--- src/hw/rtl/desf_pkg.sv ---
// desf_pkg: shared types and constants for the double exponential smoothing forecaster
// holds the controller/datapath command and status structs and the register indexes
// no dependencies
`default_nettype none

package desf_pkg;

   // fixed field widths
   localparam int LEVEL_W    = 32;
   localparam int ALPHA_W    = 17;
   localparam int BETA_W     = 16;
   localparam int GAIN_W     = 24;
   localparam int CSR_ADDR_W = 2;
   localparam int CSR_DATA_W = 32;

   // shared multiplier: signed 25 x 34 giving 59 bits
   localparam int MUL_A_W = 25;
   localparam int MUL_B_W = 34;
   localparam int PROD_W  = MUL_A_W + MUL_B_W;

   // unity in Q1.16
   localparam logic [ALPHA_W-1:0] ONE_Q16 = 17'h10000;

   // configuration register indexes
   typedef enum logic [CSR_ADDR_W-1:0] {
      CSR_ALPHA         = 2'd0,
      CSR_BETA          = 2'd1,
      CSR_TREND_GAIN    = 2'd2,
      CSR_INITIAL_LEVEL = 2'd3
   } csr_index_type;

   // operand pair fed to the shared multiplier
   typedef enum logic [2:0] {
      MUL_HOLD,
      MUL_ALPHA_PREV,
      MUL_NALPHA_LEVEL,
      MUL_BETA_S1,
      MUL_NBETA_S2,
      MUL_ALPHA_SAMPLE,
      MUL_NALPHA_S1,
      MUL_GAIN_DIFF
   } mul_op_type;

   // accumulator load
   typedef enum logic [1:0] {
      ACC_HOLD,
      ACC_LOAD_SHIFT,
      ACC_LOAD,
      ACC_LOAD_TREND
   } acc_op_type;

   // destination of the accumulator plus product
   typedef enum logic [2:0] {
      WB_NONE,
      WB_FIRST,
      WB_SECOND,
      WB_SINGLE,
      WB_RESULT
   } wb_op_type;

   typedef struct packed {
      logic       capture;
      mul_op_type mul_op;
      acc_op_type acc_op;
      wb_op_type  wb_op;
   } dp_cmd_type;

   typedef struct packed {
      logic start;
      logic out_free;
   } dp_status_type;

endpackage

`default_nettype wire

--- src/hw/rtl/desf_ctrl.sv ---
// desf_ctrl: sequencer of the forecaster, steps the shared multiplier through the blends
// issues datapath commands and takes its status
// depends on desf_pkg
`default_nettype none

module desf_ctrl (
   input  wire logic                    clock,
   input  wire logic                    reset,
   input  wire logic                    in_valid,
   output logic                         in_ready,
   input  wire desf_pkg::dp_status_type status,
   output desf_pkg::dp_cmd_type         cmd
);

   typedef enum logic [3:0] {
      S_IDLE,
      S_B1_M1,
      S_B1_M2,
      S_B1_W,
      S_B2_M1,
      S_B2_M2,
      S_B2_W,
      S_B3_M1,
      S_B3_M2,
      S_B3_W,
      S_TREND
   } state_type;

   state_type state_ff;
   state_type state_in;
   logic      ready_ff;
   logic      ready_in;

   // next state and commands
   always_comb begin
      state_in   = state_ff;
      ready_in   = ready_ff;
      cmd.capture = 1'b0;
      cmd.mul_op = desf_pkg::MUL_HOLD;
      cmd.acc_op = desf_pkg::ACC_HOLD;
      cmd.wb_op  = desf_pkg::WB_NONE;
      case (state_ff)
         S_IDLE: begin
            if (in_valid && ready_ff) begin
               cmd.capture = 1'b1;
               ready_in    = 1'b0;
               state_in    = S_B1_M1;
            end
         end
         // first level: alpha blend of previous sample with old level
         S_B1_M1: begin
            cmd.mul_op = desf_pkg::MUL_ALPHA_PREV;
            state_in   = S_B1_M2;
         end
         S_B1_M2: begin
            cmd.mul_op = desf_pkg::MUL_NALPHA_LEVEL;
            cmd.acc_op = desf_pkg::ACC_LOAD_SHIFT;
            state_in   = S_B1_W;
         end
         S_B1_W: begin
            cmd.wb_op = desf_pkg::WB_FIRST;
            state_in  = status.start ? S_B3_M1 : S_B2_M1;
         end
         // second level: beta blend of the two levels
         S_B2_M1: begin
            cmd.mul_op = desf_pkg::MUL_BETA_S1;
            state_in   = S_B2_M2;
         end
         S_B2_M2: begin
            cmd.mul_op = desf_pkg::MUL_NBETA_S2;
            cmd.acc_op = desf_pkg::ACC_LOAD;
            state_in   = S_B2_W;
         end
         S_B2_W: begin
            cmd.wb_op = desf_pkg::WB_SECOND;
            state_in  = S_B3_M1;
         end
         // single forecast: alpha blend of current sample with new level
         S_B3_M1: begin
            cmd.mul_op = desf_pkg::MUL_ALPHA_SAMPLE;
            state_in   = S_B3_M2;
         end
         S_B3_M2: begin
            cmd.mul_op = desf_pkg::MUL_NALPHA_S1;
            cmd.acc_op = desf_pkg::ACC_LOAD_SHIFT;
            state_in   = S_B3_W;
         end
         S_B3_W: begin
            cmd.wb_op  = desf_pkg::WB_SINGLE;
            cmd.mul_op = desf_pkg::MUL_GAIN_DIFF;
            cmd.acc_op = desf_pkg::ACC_LOAD_TREND;
            state_in   = S_TREND;
         end
         // trend forecast, waits for a free output register
         S_TREND: begin
            if (status.out_free) begin
               cmd.wb_op = desf_pkg::WB_RESULT;
               ready_in  = 1'b1;
               state_in  = S_IDLE;
            end
         end
         default: begin
            ready_in = 1'b1;
            state_in = S_IDLE;
         end
      endcase
   end

   always_ff @(posedge clock) begin
      if (reset) begin
         state_ff <= S_IDLE;
         ready_ff <= 1'b1;
      end else begin
         state_ff <= state_in;
         ready_ff <= ready_in;
      end
   end

   assign in_ready = ready_ff;

endmodule

`default_nettype wire

--- config.mk ---
export PLATFORM = sky130hd
export DESIGN_NAME = desf_ctrl
export DESIGN_NICKNAME = d
export VERILOG_FILES = /design/src/hw/rtl/desf_pkg.sv /design/src/hw/rtl/desf_ctrl.sv
export SDC_FILE = /design/constraint.sdc
export NUM_CORES = 1
export LEC_CHECK = 0
export BUFFER_PORTS_ARGS = -buffer_cell sky130_fd_sc_hd__buf_2
export CAP_MARGIN = 5
export CORE_AREA = 5 5 42 44
export CTS_CLUSTER_DIAMETER = 40
export DETAILED_ROUTE_END_ITERATION = 8
export DIE_AREA = 0 0 47 49
export PLACE_DENSITY = 0.53
export SLEW_MARGIN = 10
export SYNTH_ARGS = -nofsm -noshare
export SYNTH_HDL_FRONTEND = slang
export SYNTH_SLANG_ARGS = --single-unit
export TNS_END_PERCENT = 5
--- constraint.sdc ---
create_clock -name clock -period 1.7 [get_ports clock]
set_clock_uncertainty 0.1 [all_clocks]
set_input_delay 0 -clock clock [delete_from_list [all_inputs] [get_ports clock]]
set_output_delay 0 -clock clock [all_outputs]
set_load 0.03 [all_outputs]
[Word level (Yosys, flattened, before mapping)]
Cells that the tools add are included.
W data, S select, Z words.
Storage, ports and cells
  bits in registers: 5
Cells by class
  equal/unequal tests: 12
  mux-type cells: 13
  bitwise logic cells: 1
  reductions and logical operators: 6
Operator list (count)
  $pmux W4 S11: 1
  $pmux W3 S7: 1
  $eq A4 B3 Y1 const B: 4
  $eq A4 B4 Y1 const B: 3
  $pmux W3 S4: 1
  $reduce_or A9 Y1: 1
  $eq A4 B2 Y1 const B: 2
  $mux W4: 2
  $pmux W2 S3: 1
  $eq A4 B1 Y1 const B: 1
  $logic_not A4 Y1: 1
  $mux W1: 4
  $ne A2 B2 Y1 const B: 2
  $mux W3: 1
  $pmux W1 S3: 1
  $reduce_and A3 Y1: 1
  $mux W2: 1
  $reduce_and A2 Y1: 1
  $reduce_or A2 Y1: 1
  $logic_and A1 B1 Y1: 1
  $not A1 Y1: 1

[Longest topological paths before layout]
Gate-level depths: netlist (run 1).
  depth after elaboration: 4
  mapped depth: 4
  mapped depth without buffers: 3

[Worst setup path before layout (run 1)]
Ideal clock, no wire load.
  kind: flip-flop to output port
  start point: reg state_ff[1]
  end point: out cmd[8] in the netlist's numbering
  arrival time: 1.622 ns
  slack: -0.022 ns
  cell stages (with the launch flop): 4
  required time: 1.600 ns
  cells stage by stage: dfxtp_1 buf_2 buf_2 nor4_1
RTL lines
  start: declaration: line desf_ctrl.sv:29  | state_type state_ff;
  start signal: assignment: line desf_ctrl.sv:114  | state_ff <= state_in;
  end: declaration: line desf_ctrl.sv:12  | output desf_pkg::dp_cmd_type cmd

==> flow_summary_export.csv, run 1 <==
group,metric,value,unit
critical_path,critPathArrivalTime,1.42,ns
pwr,p_switching,253,uW
die,io_pins,15,
placement,dp.cells,85,
timing,final.period_utilization,0.895,
critical_path,path_class,"reg2out",
synth,ys_ff_latch,5,
drt,drtPass1Iterations,2,
layout,syn2layout_area_growth,29.7,%
flow_run,maxCapViolCount,0,
timing,hold_viol_final,0,
layout,seq_area,103,um^2
die,die_w,47,um
drt,route.detailed.drc,0,
pwr,p_clk_frac,0.236,
placement,gp_routability_congestion,0.796,
placement,place_hpwl,758,um
drt,dr_wl_met3,38,um
drt,ant_nets,0,
pwr,swShare,0.430,
drt,top_layer_used,"met4",
critical_path,setup.reg_to_reg.worst_slack,0.32,ns
pwr,max-vdd-ir-drop,473,uV
pwr,comb_power_share,0.466,
layout,final.fill_count,151,
clocking,insertion_delay,0.25,ns
drt,route.met2.wl,484,um
layout,nNetsFinal,80,
die,rows,14,
clocking,cts.sinks,5,
timing,fmaxAchievable,657,MHz
synth,synth_warnings,0,
timing,fin_crit,1.52,ns
timing,setup_viol,0,
pwr,seqPwrFrac,0.298,
critical_path,required,1.60,ns
clocking,clk_path_buf_depth,2,
layout,n_antenna_cell,0,
critical_path,endpoint_kind,"primary output",
grt,grt_max_degree,17,
synth,syn_nets,62,
drt,drt_iter0_markers,6,
grt,grt_pass1_vias,406,
die,initial_core_util,0.310,
synth,syn-mean-instance-area,7.62,um^2
clocking,cts_made_buffers,3,
layout,drive_gt1_frac,0.338,
min_path,hold_class,"in2reg",
drt,dr_total_vias,468,
drt,finalWirelength,1060,um
timing,rsz0062_at_grt,"false",
pwr,leakage,0.000238,uW
timing,final_max_slew_viol_count,0,
synth,ys_types,27,
clocking,cts_root_buf,"clkbuf_4",
drt,m1WireLength,504,um
grt,antenna_found_initial,0,
die,die_y,49,um
synth,mappedNetlistArea,434,um^2
pwr,p_per_area,1050,mW/mm^2
drt,vias_per_cell,5.20,
critical_path,cp_max_fo,12,
die,design.core.area,0.00140,mm^2
timing,relSlewSlack,0.742,
synth,synthCells,57,
clocking,cts.clk_slew.worst_paths,0.05,ns
die,dieArea,0.00230,mm^2
timing,timing.setup.tns,0,ns
placement,portBuffers,14,
grt,gr-total-overflow,0,
layout,multiInputGateArea,304,um^2
clocking,postCtsSetupBuffers,0,
run_status,status,"completed",
grt,track_usage,0.103,
timing,worstMarginPinSlew,0.386,ns
drt,wl_per_cell,11.8,um
clocking,cts_tree,"done",
grt,grt_pass1_wl,1750,um
pwr,internal_power,336,uW
clocking,h-tree-depth,1,
layout,final_cells,90,
critical_path,critPathLaunchType,"flip-flop",
synth,seq_area_frac_synth,0.231,
## synth_stat cells
cell / count / area share
or2_1: 1 / 0.014
dfxtp_1: 5 / 0.23
o21ai_0: 2 / 0.023
o21a_1: 1 / 0.017
nand2_1: 6 / 0.052
and3b_1: 1 / 0.020
buf_2: 5 / 0.058
nor4b_1: 2 / 0.040
nor4_1: 1 / 0.014
buf_6: 1 / 0.026
nand2b_1: 2 / 0.029
nor3b_1: 2 / 0.035
xnor2_1: 2 / 0.040
a31o_2: 1 / 0.020
or4b_1: 1 / 0.023
a311oi_1: 1 / 0.020
o21bai_1: 3 / 0.052
o22ai_1: 2 / 0.029
and4b_1: 1 / 0.023
a21oi_1: 4 / 0.046
nor3_1: 3 / 0.035
nor2b_1: 3 / 0.043
xor2_1: 1 / 0.020
nor2_1: 3 / 0.026
mux2i_1: 1 / 0.023
a2111oi_0: 1 / 0.020
nand4b_1: 1 / 0.020
## worst max-delay path: stages, from the launching register on
cell,delay [ns]
dfxtp_1,0.42
nor2_1,0.28
nand2_1,0.11
o22ai_1,0.15
buf_2,0.22
## power groups by stage
| stage | Sequential (uW) | Combinational (uW) | Clock [uW] |
|---|---|---|---|
| 2_1_floorplan | 162 | 222 | 0 |
| 4_1_cts | 174 | 277 | 145 |
| 3_5_place_dp | 176 | 274 | 0 |
| 6_report | 176 | 275 | 139 |
| 5_1_grt | 182 | 301 | 156 |
| 3_3_place_gp | 175 | 274 | 0 |
## metrics by stage
stage | total power, uW | util | hold slack, ns | setup slack [ns] | area (um^2)
after floorplan | 384 | - | -0.0284 | 0.138 | 440
after global routing | 639 | 0.402 | 0.135 | 0.0247 | 563
after detailed placement | 450 | 0.374 | 0.122 | 0.271 | 524
after global placement | 449 | 0.374 | 0.138 | 0.318 | 524
after CTS | 595 | 0.400 | 0.101 | 0.110 | 561
final | 589 | 0.402 | 0.102 | 0.178 | 563
## per-layer routing
layer	vias to the layer above	track usage
li1	243	-
met1	210	0.134
met2	11	0.143
met3	4	0.0148
met4	0	0.0829
met5	-	0
## sequential cells by signal, summed over array words and instances, names as in the netlist
register,flops
in_ready,1
state_ff,4
## logic make-up after synthesis
kind of cell	share of synthesized area
buffers and inverters	0.0836
multiplexers	0.0231
AO/OA/AOI/OAI	0.228
flip-flops	0.231
AND/OR/NAND/NOR	0.375
XOR/XNOR	0.0605
## cell usage in the layout (no fill, tap or decap)
cell,instances
nand2b_1,2
o21bai_1,3
nand4b_1,1
o21a_1,1
a31o_2,1
o22ai_1,2
a21oi_1,4
and3b_1,1
dfxtp_2,2
nand2_1,6
or2_1,1
a311oi_1,1
and4b_1,1
clkbuf_4,3
xor2_1,1
buf_2,14
dfxtp_1,3
nor3b_1,2
nor3_1,3
nor4_2,1
a2111oi_0,1
o21ai_0,2
xnor2_1,2
clkbuf_1,1
dlygate4sd3_1,1
nor2b_1,3
mux2i_1,1
nor4b_1,2
buf_4,4
nor2_1,3
or4b_1,1
## cell type report
class	count	area share
flip-flops and latches	5	0.182
repair buffers	19	0.196
multi-input cells	46	0.540
clock buffers	4	0.0467
well taps	16	0.0356
## path summary, 6_finish.rpt
kind	startpoint	end	cells past startpoint
hold / removal	status[0]	state_ff[1]	4
setup / recovery	state_ff[3]	cmd[6]	4
hold reg to reg	in_ready	in_ready	2
setup reg to reg	state_ff[1]	state_ff[0]	4
## timing repair
action | CTS | global route
resized for setup | 0 | 2
hold buffers | 1 | 0
setup endpoints to repair | 0 | 3
endpoints found under the hold margin | 5 | 0
Power figures use the tool's default switching activity.
==> run 2, diff against run 1 <==
- GPL_ROUTABILITY_DRIVEN: default -> 0
- RECOVER_POWER: default -> 100
==> flow_summary_export.csv, run 2 (synthesized netlist as in run 1, its figures left out) <==
group,metric,value,unit
drt,dr_total_vias,468,
grt,grt_pass1_vias,406,
timing,timing.setup.tns,0,ns
timing,setup_viol,0,
critical_path,crit_slowest_cell,"dfxtp_1",
timing,final.period_utilization,0.908,
critical_path,path_class,"reg2out",
die,dieArea,0.00230,mm^2
timing,fmaxAchievable,648,MHz
grt,gr-total-overflow,0,
die,initial_core_util,0.310,
clocking,cts_made_buffers,3,
critical_path,required,1.60,ns
placement,place_hpwl,758,um
layout,largest_reg_flops,4,
layout,top_register,"state_ff",
timing,worstMarginPinSlew,0.379,ns
layout,mostFrequentLayoutCells,"clkbuf_2, nand2_1, buf_2, a21oi_1, clkbuf_1",
clocking,cts_tree,"done",
clocking,h-tree-depth,1,
grt,antenna_found_initial,0,
clocking,cts.sinks,5,
clocking,cts.clk_slew.worst_paths,0.05,ns
pwr,p_per_area,1050,mW/mm^2
grt,track_usage,0.103,
layout,final_util,0.397,
die,die_w,47,um
drt,drt_iter0_markers,7,
layout,syn2layout_area_growth,28.2,%
timing,relSlewSlack,0.747,
drt,drtPass1Iterations,2,
critical_path,cp_max_fo,12,
drt,vias_per_cell,5.20,
clocking,postCtsSetupBuffers,0,
die,io_pins,15,
die,rows,14,
timing,final_max_slew_viol_count,0,
min_path,hold_class,"in2reg",
grt,grt_pass1_wl,1750,um
timing,fin_crit,1.54,ns
run_status,status,"completed",
die,design.core.area,0.00140,mm^2
clocking,clk_path_buf_depth,2,
clocking,cts_root_buf,"clkbuf_4",
pwr,leakage,0.000220,uW
layout,final_common_cell,"clkbuf_2",
layout,drive_gt1_frac,0.297,
flow_run,maxCapViolCount,0,
layout,nNetsFinal,80,
critical_path,critPathLaunchType,"flip-flop",
drt,route.detailed.drc,0,
critical_path,path_cells,"or2_0 > nor4_2 > clkbuf_2",
layout,final.fill_count,154,
die,die_y,49,um
clocking,insertion_delay,0.25,ns
drt,ant_nets,0,
placement,portBuffers,14,
critical_path,critPathArrivalTime,1.44,ns
drt,finalWirelength,1060,um
grt,grt_max_degree,17,
critical_path,setup.reg_to_reg.worst_slack,0.31,ns
pwr,max-vdd-ir-drop,473,uV
timing,hold_viol_final,0,
drt,wl_per_cell,11.7,um
timing,rsz0062_at_grt,"false",
critical_path,cpPeakStageDelay,0.42,ns
critical_path,endpoint_kind,"primary output",
layout,n_antenna_cell,0,
-- run 2: changes by cell type in the layout (fill, tap and decap cells not counted) --
cell,before,now
buf_2,14,5
clkbuf_2,0,7
clkbuf_1,1,4
buf_4,4,3
or2_0,0,1
or2_1,1,0
-- run 2: per-layer routing --
metal  vias up  global-route usage  part of all wire
li1        241                   -                 -
met1       212               0.134              0.47
met2        11               0.143              0.47
met3         4              0.0148             0.036
met4         0              0.0829             0.029
met5         -                   0                 0
-- run 2: worst max-delay path: cells and delay by family (launching register included) --
family                 cells  cell delay (ns)
AND/OR/NAND/NOR            2             0.54
buffers and inverters      1             0.24
flip-flops                 1             0.42
-- run 2: layout make-up --
cell class / instances / area (um^2) / area share
well taps: 16 / 20.0 / 0.0360
clock buffers: 4 / 26.3 / 0.0472
multi-input cells: 46 / 304 / 0.546
repair buffers: 19 / 104 / 0.187
flip-flops and latches: 5 / 103 / 0.184
-- run 2: where the power goes --
group / leakage, uW / switching, uW / internal (uW)
combinational: 0.000163 / 167 / 105
clock: 0.0000150 / 50.0 / 88.9
sequential: 0.0000419 / 37.4 / 139
-- run 2: path summary, 6_finish.rpt --
check	to	cells after the start	start
max	cmd[8]	3	state_ff[3]
min	state_ff[1]	4	status[0]
max reg2reg	state_ff[0]	3	state_ff[3]
min reg2reg	state_ff[2]	2	state_ff[2]
-- run 2: stage by stage --
| step | total power (uW) | instance area (um^2) | std cells | setup slack, ns | hold WS, ns |
|---|---|---|---|---|---|
| floorplan | 384 | 440 | 57 | 0.138 | -0.0284 |
| global placement | 449 | 524 | 85 | 0.318 | 0.138 |
| detailed placement | 450 | 524 | 85 | 0.271 | 0.122 |
| CTS | 595 | 561 | 90 | 0.110 | 0.101 |
| global route | 636 | 557 | 90 | 0.0169 | 0.135 |
| finish | 587 | 557 | 90 | 0.156 | 0.103 |
-- run 2: timing repair --
item | CTS | global route
gates resized for setup | 0 | 2
hold buffers | 1 | 0
endpoints found under the hold margin | 5 | 0
setup endpoints to repair | 0 | 3
==> run 3, diff against run 2 <==
- CELL_PAD_IN_SITES_DETAIL_PLACEMENT: default -> 0
- CELL_PAD_IN_SITES_GLOBAL_PLACEMENT: default -> 1
- CORE_AREA: 5 5 42 44 -> default
- CORE_MARGIN: default -> 5
- CORE_UTILIZATION: default -> 32
- DIE_AREA: 0 0 47 49 -> default
- PLACE_DENSITY: 0.53 -> 0.7
- REMOVE_ABC_BUFFERS: default -> 1
- TNS_END_PERCENT: 5 -> 30
==> flow_summary_export.csv, run 3 (synthesized netlist as in run 1, its figures left out) <==
group,metric,value,unit
clocking,cts.clk_slew.worst_paths,0.04,ns
critical_path,path_class,"reg2out",
die,design.core.area,0.00128,mm^2
clocking,cts_tree,"done",
critical_path,cpPeakStageDelay,0.44,ns
layout,final_common_cell,"buf_2",
drt,dr_total_vias,460,
run_status,status,"completed",
critical_path,r2r_end,"state_ff[0]",
drt,vias_per_cell,5.23,
grt,grt_max_degree,17,
die,die_w,46.8,um
critical_path,critPathLaunchType,"flip-flop",
timing,setup_slack,0.115,ns
grt,grt_pass1_wl,1600,um
grt,track_usage,0.0992,
layout,syn2layout_area_growth,25.1,%
layout,stdcell_area,543,um^2
clocking,insertion_delay,0.24,ns
pwr,max-vdd-ir-drop,384,uV
min_path,hold_class,"in2reg",
min_path,whs_endpoint,"in_ready",
grt,gr-total-overflow,0,
drt,ant_nets,0,
drt,drt_iter0_markers,11,
pwr,leakage,0.000225,uW
clocking,clk_path_buf_depth,2,
clocking,cts_root_buf,"clkbuf_4",
critical_path,path_cells,"buf_2 > xnor2_1 > nor3b_1 > buf_2",
timing,worstMarginPinSlew,0.492,ns
placement,place_ws,0.265,ns
critical_path,r2r_cells,3,
flow_run,maxCapViolCount,0,
pwr,p_per_area,1060,mW/mm^2
critical_path,critPathArrivalTime,1.48,ns
min_path,worstHoldStart,"status[0]",
placement,post_dp_cell_area,509,um^2
grt,antenna_found_initial,0,
die,io_pins,15,
clocking,cts.sinks,5,
drt,route.detailed.drc,0,
critical_path,cp_max_fo,14,
timing,final.period_utilization,0.932,
layout,drive_gt1_frac,0.288,
critical_path,path_common_cell,"buf_2",
timing,setup_viol,0,
drt,wl_per_cell,11.5,um
layout,top_register,"state_ff",
timing,relSlewSlack,0.672,
drt,finalWirelength,1010,um
clocking,h-tree-depth,1,
timing,rsz0062_at_grt,"false",
layout,nNetsFinal,79,
critical_path,crit_slowest_cell,"dfxtp_1",
placement,place_hpwl,718,um
clocking,cts_made_buffers,3,
timing,fmaxAchievable,631,MHz
critical_path,setup.reg_to_reg.worst_slack,0.29,ns
layout,n_antenna_cell,0,
die,die_y,46.8,um
critical_path,critPathTopFamily,"buffers and inverters",
critical_path,required,1.60,ns
grt,grt_pass1_vias,377,
die,dieArea,0.00219,mm^2
timing,hold_viol_final,0,
die,initial_core_util,0.338,
min_path,hold_path_depth,4,
timing,timing.setup.tns,0,ns
timing,holdWs,0.0775,ns
timing,fin_crit,1.58,ns
placement,portBuffers,14,
timing,final_max_slew_viol_count,0,
critical_path,r2r_start,"state_ff[3]",
die,rows,13,
layout,mostFrequentLayoutCells,"buf_2, nand2_1, a21oi_1, dfxtp_1, clkbuf_2",
critical_path,cp_num_buf_inv,2,
drt,drtPass1Iterations,3,
critical_path,endpoint_kind,"primary output",
layout,largest_reg_flops,4,
[run 3: timing repair]
item	in CTS	in global routing
hold endpoints to repair	5	0
buffers inserted	0	0
hold buffers	1	0
setup endpoints to repair	0	1
resized for setup	0	2
[run 3: per-stage QoR]
step | instances | total power (uW) | utilization
5_1_grt | 88 | 619 | 0.423
3_5_place_dp | 83 | 442 | 0.396
4_1_cts | 88 | 585 | 0.425
2_1_floorplan | 51 | 359 | -
6_report | 88 | 576 | 0.423
3_3_place_gp | 83 | 444 | 0.396
[run 3: power breakdown]
group | internal, uW | total, uW | switching [uW]
Sequential | 138 | 177 | 39.0
Combinational | 100 | 261 | 161
Clock | 88.8 | 138 | 49.0
[run 3: tightest hold or removal path, delay by kind of cell]
| kind | cells | cell delay, ns |
|---|---|---|
| buffers and inverters | 1 | 0.11 |
| and+or+nand+nor | 1 | 0.05 |
| AOI/OAI and AO/OA | 2 | 0.23 |
[run 3: how the worst max path moves through the flow]
| stage | startpoint | to | slack, ns | depth (start not counted) |
|---|---|---|---|---|
| after floorplan | state_ff[0] | cmd[8] | -0.05 | 2 |
| after detailed placement | state_ff[3] | state_ff[0] | 0.26 | 3 |
| after global routing | state_ff[3] | cmd[5] | 0.02 | 4 |
| after global placement | state_ff[0] | in_ready | 0.29 | 3 |
| final | state_ff[1] | cmd[0] | 0.12 | 4 |
| after CTS | state_ff[3] | cmd[6] | 0.11 | 4 |
[run 3: layer usage]
layer	global-route usage	part of all wire	up-vias
met2	0.144	0.45	7
met3	0.0421	0.039	0
met4	0.0331	0	0
li1	-	-	238
met5	0	0	-
met1	0.132	0.51	215
[run 3: area by class of cell]
class,instances,area (um^2)
multi-input cells,46,298
clock buffers,4,26.3
well taps,15,18.8
flip-flops and latches,5,101
fillers,140,742
repair buffers,18,98.8
